## src/rtl/ort_ram.sv

```systemverilog
`default_nettype none
module ort_ram #(
  parameter int WIDTH = 8,
  parameter int DEPTH = 16
) (
  input  wire logic                     clk,
  input  wire logic                     we,
  input  wire logic [$clog2(DEPTH)-1:0] waddr,
  input  wire logic [WIDTH-1:0]         wdata,
  input  wire logic [$clog2(DEPTH)-1:0] raddr,
  output logic      [WIDTH-1:0]         rdata
);

  logic [WIDTH-1:0] mem [DEPTH];

  // write port and registered read port
  always_ff @(posedge clk) begin
    if (we) begin
      mem[waddr] <= wdata;
    end
    rdata <= mem[raddr];
  end

endmodule
`default_nettype wire

```

## config.mk

```make
export PLATFORM = sky130hd
export DESIGN_NAME = ort_ram
export DESIGN_NICKNAME = d
export VERILOG_FILES = /design/src/rtl/ort_ram.sv
export SDC_FILE = /design/constraint.sdc
export NUM_CORES = 1
export LEC_CHECK = 0
export BUFFER_PORTS_ARGS = -buffer_cell sky130_fd_sc_hd__buf_2
export CORE_MARGIN = 4
export CORE_UTILIZATION = 50
export CTS_CLUSTER_SIZE = 8
export DETAILED_ROUTE_END_ITERATION = 6
export PLACE_DENSITY_LB_ADDON = 0.2
export SETUP_SLACK_MARGIN = 0.3
export SLEW_MARGIN = 40
export SYNTH_ARGS = -nofsm -noshare
export SYNTH_HDL_FRONTEND = slang
export SYNTH_SLANG_ARGS = --single-unit
```

## constraint.sdc

```tcl
create_clock -name clk -period 2.1 [get_ports clk]
set_input_delay 0.315 -clock clk [delete_from_list [all_inputs] [get_ports clk]]
set_output_delay 0.315 -clock clk [all_outputs]
set_load 0.005 [all_outputs]
```

Word-level counts from Yosys, hierarchy flattened
Memories as Yosys holds them, arrays and structs flattened. A register that Yosys moved wholly into a read port is not among the register bits.
Cells that the tools add are included.
{"block": "totals", "in_bits": 18, "ram_bits": 128, "wordCells": 3, "output_inout_bits": 8, "mem_bits_ro": 0, "register_bits": 0, "latchBits": 0, "memories": 1}
{"block": "op_classes", "magnitude_cmp": 0, "reduce_logical": 0, "div_mod_pow": 0, "n_addsub": 0, "n_mul": 0, "shifts": 0, "eq_ne": 0, "n_bitwise": 0, "muxes": 2}
{"memory": "mem", "words": 16, "word_bits": 8, "read_ports": 1, "rd_ports_with_merged_regs": 1, "write_ports": 1, "line": "14", "rtl": "logic [WIDTH-1:0] mem [DEPTH];"}
{"operator": "$mux W1", "count": 2}

Logic depth before layout (Yosys ltp)
Gate-level depths: netlist of run 1.
{"block": "logic_depth", "ltp_word": 2, "mapped_depth": 5, "ltp_nobuf": 3}

Least setup slack after synthesis of run 1
No wires, ideal clock.
{"block": "synth_path", "path_kind": "input to register", "start": "in waddr[2]", "end": "mem mem[0][0], enable pin", "n_path_buf": 0, "path_stages": 2, "arrival_time_ns": 1.425, "t_required_ns": 1.717, "setup_ns": 0.383, "setup_slack_ns": 0.292, "path_cell_list": "or3b_2 nor3_1"}
{"item": "start: declaration", "line": "8", "rtl": "input wire logic [$clog2(DEPTH)-1:0] waddr,"}
{"item": "end: declaration", "line": "14"}
Straight into the memory's write port.

==> results of run 1 <==
## final timing paths
path	startpoint	end	slack (ns)	depth (start not counted)
min	wdata[5]	mem[2][5]$_DFFE_PP_	0.19	1
max reg2reg	mem[1][5]$_DFFE_PP_	rdata[5]$_DFF_P_	0.77	3
min reg2reg	mem[14][2]$_DFFE_PP_	rdata[2]$_DFF_P_	0.67	3
max	mem[1][5]$_DFFE_PP_	rdata[5]$_DFF_P_	0.77	3
## per-layer routing
layer  global-route usage  share of wire
met2                0.264           0.49
met5                    0              0
met3               0.0505          0.081
met1                0.254           0.42
met4               0.0534         0.0060
## stage by stage
step	instances	power, µW	setup WS, ns
global route	432	6440	0.654
detailed placement	400	3390	0.343
CTS	432	6290	0.732
finish	432	6230	0.771
global placement	400	3380	0.340
floorplan	229	3260	0.519
## layout make-up
class / instances / area (µm²) / share of cell area
repair buffers: 48 / 310 / 0.0506
multi-input cells: 83 / 1060 / 0.173
well taps: 133 / 166 / 0.0271
clock buffers: 18 / 418 / 0.0681
flip-flops and latches: 136 / 4000 / 0.653
clock inverters: 14 / 174 / 0.0284
## Yosys cell counts
master / instances
nand2_1: 9
and2b_1: 1
or3b_2: 1
buf_2: 3
buf_4: 1
clkdlybuf4s25_2: 3
nand3_1: 1
nand3b_1: 2
a22oi_1: 16
dfxtp_1: 8
mux4_1: 14
nor2b_1: 1
edfxtp_1: 128
and2_1: 1
nand2b_1: 2
nor3_1: 4
mux4_2: 18
nor2_1: 13
buf_6: 3
## state kept, by name, indices dropped and copies added (netlist names)
name,cells
mem,128
rdata,8
## where the power goes
part / switching (µW) / internal [µW] / leakage (µW)
clock network: 1090 / 1820 / 0.000281
registers: 18.2 / 3030 / 0.00122
logic: 151 / 122 / 0.000598
total: 1260 / 4970 / 0.00210
## worst max-delay path, cell delays in order, from the launching register on
cell	delay (ns)
edfxtp_1	0.37
mux4_1	0.51
a22oi_1	0.24
nand2_1	0.09
## cells by family after synthesis
logic type	after synthesis
flops	136
simple gates	35
mux	32
compound gates	16
buf+inv	10
==> flow_summary.json, run 1 <==
{
  "worstPathRequired_ns": 2.49,
  "place.gp.congestion": 0.740,
  "cts_setup_buffers": 0,
  "status": "finished clean",
  "syn_area_um2": 5150,
  "tns_ns": 0,
  "cts_tree": "built",
  "setup_viol": 0,
  "drive_gt1_frac": 0.324,
  "synth_xor_area_frac": 0,
  "grt_start_max_net_pins": 33,
  "post-route-util": 0.619,
  "syn-num-nets": 247,
  "antenna_found_initial": 0,
  "numClockSinks": 136,
  "dieArea_um2": 12000,
  "syn-mean-instance-area_um2": 22.5,
  "hold_viol": 0,
  "ir_worst_vdd_v": 0.000532,
  "grt.overflow.total": 0,
  "wl_per_cell_um": 21.9,
  "design_area_um2": 6130,
  "io_pins": 26,
  "fin_crit_sh": 0.633,
  "io_buffers": 25,
  "syn_inst": 229,
  "whs_ns": 0.185,
  "critPathCaptureType": "flip-flop",
  "drv_cap": 0,
  "cts_resized": 0,
  "cp-start-kind": "flip-flop",
  "fp.dieH_um": 109,
  "grtUsageTotal": 0.176,
  "place_area_um2": 5540,
  "fillers": 702,
  "drtPass1Iterations": 4,
  "die_w_um": 109,
  "yosysTopAreaCell": "edfxtp_1",
  "antenna_left": 0,
  "synth-simple-area-share": 0.0318,
  "period_needed_ns": 1.33,
  "synth-seq-cells": 136,
  "drc": 0,
  "holdBufCountCts": 0,
  "htreeDepth": 4,
  "yosysUniqueCellTypes": 19,
  "core_um2": 9910,
  "critPathMaxFanout": 1,
  "diodes": 0,
  "synth_top_family_by_area": "multiplexers",
  "path_clk_slew_ns": 0.06,
  "layout_common_cells": "128 x edfxtp_1, 25 x buf_2, 22 x buf_4",
  "rows": 36,
  "worstHoldPathType": "input port to flip-flop",
  "p_leak_uw": 0.00210,
  "wirelength_um": 9470,
  "syn_to_final_growth_pct": 19.2,
  "clk_latency_ns": 0.51,
  "synthAdderAreaFrac": 0,
  "vias": 2435,
  "slew_headroom": 0.710,
  "cp.arrival_ns": 1.72,
  "yosysSeqAreaShare": 0.778,
  "power_density_nw_per_um2": 1020,
  "start_util": 0.519,
  "worstMarginPinSlew_ns": 0.435,
  "synth-compound-area-share": 0.0233,
  "yosysWarnings": 0,
  "clock-root-buffer": "clkbuf_8",
  "path_class": "flip-flop to flip-flop",
  "fin_nets": 304,
  "cts_buffer_depth": 2,
  "grt_pass1_wl_um": 14600,
  "synthMuxAreaShare": 0.150,
  "cts_made_buffers": 17,
  "viasPerCell": 5.64,
  "dpl.hpwl_um": 6010,
  "rsz0062_at_grt": "false",
  "synth_top_area_frac": 0.747,
  "first_global_vias": 2456,
  "layout_commonest_cell": "edfxtp_1",
  "drt-initial-drc-count": 127,
  "fmax_ghz": 0.752,
  "maxSlewViolCount": 0,
  "finClkSkew_ns": 0.0119,
  "synthTopCellsByArea": "edfxtp_1 75%, mux4_2 7.9%, mux4_1 7.1%"
}
Note: power is estimated with default switching activity, not from simulation.
==> inputs of run 2 (changes only) <==
==> constraint.sdc (replaced) <==
create_clock -name clk -period 1.3 [get_ports clk]
set_input_delay 0.195 -clock clk [delete_from_list [all_inputs] [get_ports clk]]
set_output_delay 0.195 -clock clk [all_outputs]
set_load 0.005 [all_outputs]
==> run 2 against run 1 <==
  * Clock power rose by 65%
  * Critical endpoint is now rdata[6]$_DFF_P_
  * Clock-buffer cell count grew 1
  * Sequential share of layout area is 3.6 points lower
==> flow_summary.json, run 2 (synthesis results as in run 1) <==
{
  "start_util": 0.519,
  "first_global_vias": 2625,
  "power_density_nw_per_um2": 1590,
  "io_buffers": 25,
  "path_class": "flip-flop to flip-flop",
  "cp.arrival_ns": 1.67,
  "regMostFlops": "mem",
  "worstPathRequired_ns": 1.68,
  "rows": 36,
  "vias": 2433,
  "rsz0062_at_grt": "true",
  "clkPwrFrac": 0.466,
  "cts_setup_buffers": 0,
  "syn_to_final_growth_pct": 26.3,
  "cts_buffer_depth": 2,
  "die_w_um": 109,
  "grt_pass1_wl_um": 15200,
  "wl_per_cell_um": 21.7,
  "fin_nets": 310,
  "dpl.hpwl_um": 6150,
  "core_um2": 9910,
  "ir_worst_vdd_v": 0.000762,
  "wirelength_um": 9510,
  "cts_tree": "built",
  "worstRegToRegCells": 3,
  "p_leak_uw": 0.00215,
  "cts_made_buffers": 17,
  "dieArea_um2": 12000,
  "hold_viol": 0,
  "antenna_left": 0,
  "clock-root-buffer": "clkbuf_8",
  "diodes": 0,
  "p_int_uw": 8290,
  "seq_power_share": 0.479,
  "worstMarginPinSlew_ns": 0.786,
  "holdCritStartpoint": "wdata[1]",
  "largest_register_ffs": 128,
  "finClkSkew_ns": 0.00741,
  "place.gp.congestion": 0.746,
  "drive_gt1_frac": 0.472,
  "sw_frac_of_total": 0.197,
  "whs_ns": 0.0668,
  "drtPass1Iterations": 4,
  "timing.rr.start": "mem[2][6]$_DFFE_PP_",
  "grt.overflow.total": 0,
  "worstHoldPathType": "input port to flip-flop",
  "numClockSinks": 136,
  "clk_latency_ns": 0.51,
  "viasPerCell": 5.55,
  "htreeDepth": 4,
  "rr_endpoint": "rdata[6]$_DFF_P_",
  "min_path_cells": 1,
  "fmax_ghz": 0.775,
  "fin_crit_sh": 0.992,
  "layout_commonest_cell": "edfxtp_1",
  "setup_viol": 0,
  "maxSlewViolCount": 0,
  "drc": 0,
  "status": "finished clean",
  "antenna_found_initial": 0,
  "slew_headroom": 0.475,
  "critPathCaptureType": "flip-flop",
  "grtUsageTotal": 0.181,
  "path_clk_slew_ns": 0.06,
  "cp-start-kind": "flip-flop",
  "power_switching_uw": 2040,
  "ff2ff_setup_slack_ns": 0.01,
  "critPathMaxFanout": 1,
  "holdBufCountCts": 0,
  "period_needed_ns": 1.29,
  "layout_common_cells": "128 x edfxtp_1, 32 x mux4_2, 22 x buf_2",
  "io_pins": 26,
  "hold_end": "mem[14][1]$_DFFE_PP_",
  "reg_top3": "mem (128), rdata (8)",
  "drt-initial-drc-count": 190,
  "grt_start_max_net_pins": 17,
  "fin_total_pwr_uw": 10300,
  "combPwrFrac": 0.056,
  "tns_ns": 0,
  "drv_cap": 0,
  "fp.dieH_um": 109
}
[run 2: cell types whose count changed in the layout (fill, tap and decap cells not counted), sizes merged]
cell    delta
buf        +6
inv        -2
bufinv     +1
clkbuf     +1
[run 2: worst max-delay path: stages, from the launching register on]
cell,delay (ns)
edfxtp_1,0.36
mux4_2,0.49
a22oi_2,0.23
nand2_1,0.09
[run 2: routing by layer]
metal,part of all wire,vias to the layer above,global-route usage
met2,0.52,70,0.287
met4,0.0097,0,0.0614
met1,0.42,1265,0.245
li1,-,1091,-
met3,0.053,7,0.0499
met5,0,-,0
[run 2: repair_timing]
action / 4_1_cts / 5_1_grt
gates resized for setup: 8 / 7
endpoints found under the hold margin: 0 / 0
pin swaps: 0 / 1
endpoints found under the setup margin: 16 / 16
[run 2: worst max-delay path by stage]
stage / cells past startpoint / end / slack [ns] / from
5_1_grt: 3 / rdata[6]$_DFF_P_ / -0.04 / mem[2][6]$_DFFE_PP_
3_5_place_dp: 6 / rdata[4]$_DFF_P_ / -0.31 / raddr[0]
2_1_floorplan: 2 / mem[0][0]$_DFFE_PP_ / 0.002 / waddr[2]
6_report: 3 / rdata[6]$_DFF_P_ / 0.01 / mem[2][6]$_DFFE_PP_
3_3_place_gp: 6 / rdata[4]$_DFF_P_ / -0.30 / raddr[0]
4_1_cts: 3 / rdata[4]$_DFF_P_ / 0.0002 / mem[3][4]$_DFFE_PP_
[run 2: area by class of cell]
type / count / area (µm²)
Fill cell: 675 / 3410
Multi-Input combinational cell: 83 / 1150
Sequential cell: 136 / 4010
Clock buffer: 19 / 422
Timing Repair Buffer: 54 / 574
Tap cell: 133 / 166
Clock inverter: 13 / 178
[run 2: per-stage QoR]
step           cells  utilization  worst slack, ns  instance area [µm²]
2_1_floorplan    229            -          0.00199                 5250
3_3_place_gp     406        0.591           -0.301                 5850
3_5_place_dp     406        0.591           -0.308                 5850
4_1_cts          438        0.654         0.000150                 6480
5_1_grt          438        0.656          -0.0374                 6500
6_report         438        0.656          0.00982                 6500
[run 2: power groups by stage]
stage	Combinational [µW]	Sequential, µW	Clock (µW)
after CTS	568	4940	4870
after detailed placement	555	5030	0
after global placement	547	5020	0
after floorplan	292	5020	0
after global routing	623	4950	5100
final	574	4950	4810
==> inputs of run 3 (changes only) <==
--- a/config.mk
+++ b/config.mk
@@ -7,7 +7,7 @@
 export LEC_CHECK = 0
 export BUFFER_PORTS_ARGS = -buffer_cell sky130_fd_sc_hd__buf_2
 export CORE_MARGIN = 4
-export CORE_UTILIZATION = 50
+export CORE_UTILIZATION = 45
 export CTS_CLUSTER_SIZE = 8
 export DETAILED_ROUTE_END_ITERATION = 6
 export PLACE_DENSITY_LB_ADDON = 0.2
==> run 3 against run 2 <==
  * The run now ends with setup timing left
  * Critical path type unchanged
  * Sequential power is essentially flat
  * Critical endpoint unchanged
  * Flip-flop and latch count unchanged
  * Fmax is 1.5% lower
  * Final area decreased by 0.48%
  * Critical path depth unchanged
  * First-iteration DRC count rose by 6.3%
  * Non-clock buffer count down 4
  * Hold slack better by 0.090 ns
==> flow_summary.json, run 3 (synthesis results as in run 1) <==
{
  "status": "finished, violations left",
  "violations": "setup timing",
  "drtPass1Iterations": 4,
  "maxSlewViolCount": 0,
  "rows": 38,
  "worstMarginPinSlew_ns": 0.518,
  "die_w_um": 115,
  "hold_viol": 0,
  "cts_buffer_depth": 2,
  "rr_endpoint": "rdata[6]$_DFF_P_",
  "htreeDepth": 4,
  "wirelength_um": 9650,
  "diodes": 0,
  "drv_cap": 0,
  "fillers": 803,
  "grt.overflow.total": 0,
  "first_global_vias": 2565,
  "layout_common_cells": "128 x edfxtp_1, 32 x mux4_2, 23 x buf_2",
  "place.gp.congestion": 0.723,
  "fin_crit_sh": 1.01,
  "fp.dieH_um": 115,
  "vias": 2425,
  "p_leak_uw": 0.00213,
  "design_area_um2": 6470,
  "critPathMaxFanout": 1,
  "worstRegToRegCells": 3,
  "io_pins": 26,
  "cp.arrival_ns": 1.60,
  "antenna_left": 0,
  "cp-start-kind": "flip-flop",
  "fin_nets": 306,
  "seqCellArea_um2": 4010,
  "start_util": 0.467,
  "drc": 0,
  "power_density_nw_per_um2": 1590,
  "critPathCaptureType": "flip-flop",
  "layout_commonest_cell": "edfxtp_1",
  "drt-initial-drc-count": 202,
  "wl_per_cell_um": 21.9,
  "slew_headroom": 0.655,
  "cts_tree": "built",
  "io_buffers": 25,
  "clock-root-buffer": "clkbuf_16",
  "holdCritStartpoint": "wdata[3]",
  "worstHoldPathType": "input port to flip-flop",
  "numClockSinks": 136,
  "syn_to_final_growth_pct": 25.7,
  "ir_worst_vdd_v": 0.00104,
  "worstPathCellList": "mux4_2, a22oi_2, nand2_1",
  "timing.rr.start": "mem[3][6]$_DFFE_PP_",
  "clk_latency_ns": 0.41,
  "multi_input_area_um2": 1140,
  "fmax_ghz": 0.764,
  "rsz0062_at_grt": "true",
  "hold_end": "mem[12][3]$_DFFE_PP_",
  "max_stage_delay_ns": 0.50,
  "antenna_found_initial": 0,
  "fin_ws_ns": -0.00975,
  "cts_setup_buffers": 0,
  "path_class": "flip-flop to flip-flop",
  "grtUsageTotal": 0.165,
  "dieArea_um2": 13200,
  "path_clk_slew_ns": 0.06,
  "reg_top3": "mem (128), rdata (8)",
  "fin_total_pwr_uw": 10300,
  "dpl.hpwl_um": 6220,
  "ff2ff_setup_slack_ns": -0.01,
  "period_needed_ns": 1.31,
  "drive_gt1_frac": 0.468,
  "regMostFlops": "mem",
  "largest_register_ffs": 128,
  "viasPerCell": 5.50,
  "cts_made_buffers": 17,
  "finClkSkew_ns": 0.00643,
  "min_path_cells": 1,
  "worstPathRequired_ns": 1.59,
  "worst_path_max_delay_cell": "mux4_2",
  "core_um2": 11000,
  "setup_viol": 1,
  "place_area_um2": 5830,
  "grt_start_max_net_pins": 23,
  "grt_pass1_wl_um": 15200
}
run 3: changes by cell type in the layout (fill, tap and decap cells not counted), moves of 2 or more:
| cell | previous run | this run |
|---|---|---|
| buf_4 | 12 | 8 |
| clkinv_1 | 3 | 0 |
| clkinv_2 | 1 | 4 |
| a22oi_1 | 11 | 13 |
| a22oi_2 | 5 | 3 |
| clkinv_4 | 2 | 0 |
| clkinvlp_4 | 2 | 4 |
| dfxtp_1 | 2 | 4 |
| dfxtp_2 | 6 | 4 |
run 3: area by class of cell:
type,count,share of cell area
clock inverter,12,0.0230
clock buffer,20,0.0706
timing repair buffer,50,0.0831
sequential,136,0.619
tap,140,0.0271
multi-input combinational,83,0.177
run 3: metrics by stage:
step / setup TNS, ns / std cells / util / worst slack (ns) / hold slack (ns)
floorplan: 0 / 229 / - / 0.00199 / 0.294
detailed placement: -6.78 / 409 / 0.529 / -0.315 / 0.573
global route: -0.126 / 441 / 0.587 / -0.0633 / 0.156
global placement: -5.26 / 409 / 0.529 / -0.306 / 0.579
CTS: 0 / 441 / 0.586 / 0.0265 / 0.145
finish: -0.00975 / 441 / 0.587 / -0.00975 / 0.157
run 3: how the worst max path moves through the flow:
stage | startpoint | to | slack, ns | cells past startpoint
2_1_floorplan | waddr[2] | mem[0][0]$_DFFE_PP_ | 0.002 | 2
3_3_place_gp | raddr[0] | rdata[6]$_DFF_P_ | -0.31 | 5
3_5_place_dp | raddr[0] | rdata[6]$_DFF_P_ | -0.31 | 5
4_1_cts | mem[3][6]$_DFFE_PP_ | rdata[6]$_DFF_P_ | 0.03 | 3
5_1_grt | mem[2][6]$_DFFE_PP_ | rdata[6]$_DFF_P_ | -0.06 | 3
6_report | mem[3][6]$_DFFE_PP_ | rdata[6]$_DFF_P_ | -0.01 | 3
run 3: worst max-delay path: cells and delay by family, from the launching register on:
kind               cells  cell delay [ns]
DFF                    1             0.36
muxes                  1             0.50
AOI/OAI and AO/OA      1             0.24
and+or+nand+nor        1             0.09
run 3: layer usage:
layer	part of all wire	vias to the layer above	track usage
met4	0.019	0	0.0587
met5	0	-	0
met2	0.50	66	0.253
met1	0.43	1259	0.218
li1	-	1085	-
met3	0.053	15	0.0637
run 3: report_power, final:
group          total [µW]  internal, µW  switching, µW  leakage, µW
clock network        4800          3100           1700     0.000288
logic                 542           259            283     0.000618
registers            4940          4910           31.4      0.00122
run 3: repair_timing:
| item | 4_1_cts | 5_1_grt |
|---|---|---|
| resized for setup | 8 | 2 |
| setup endpoints to repair | 24 | 16 |
| pin swaps | 2 | 0 |
| hold buffers | 0 | 0 |
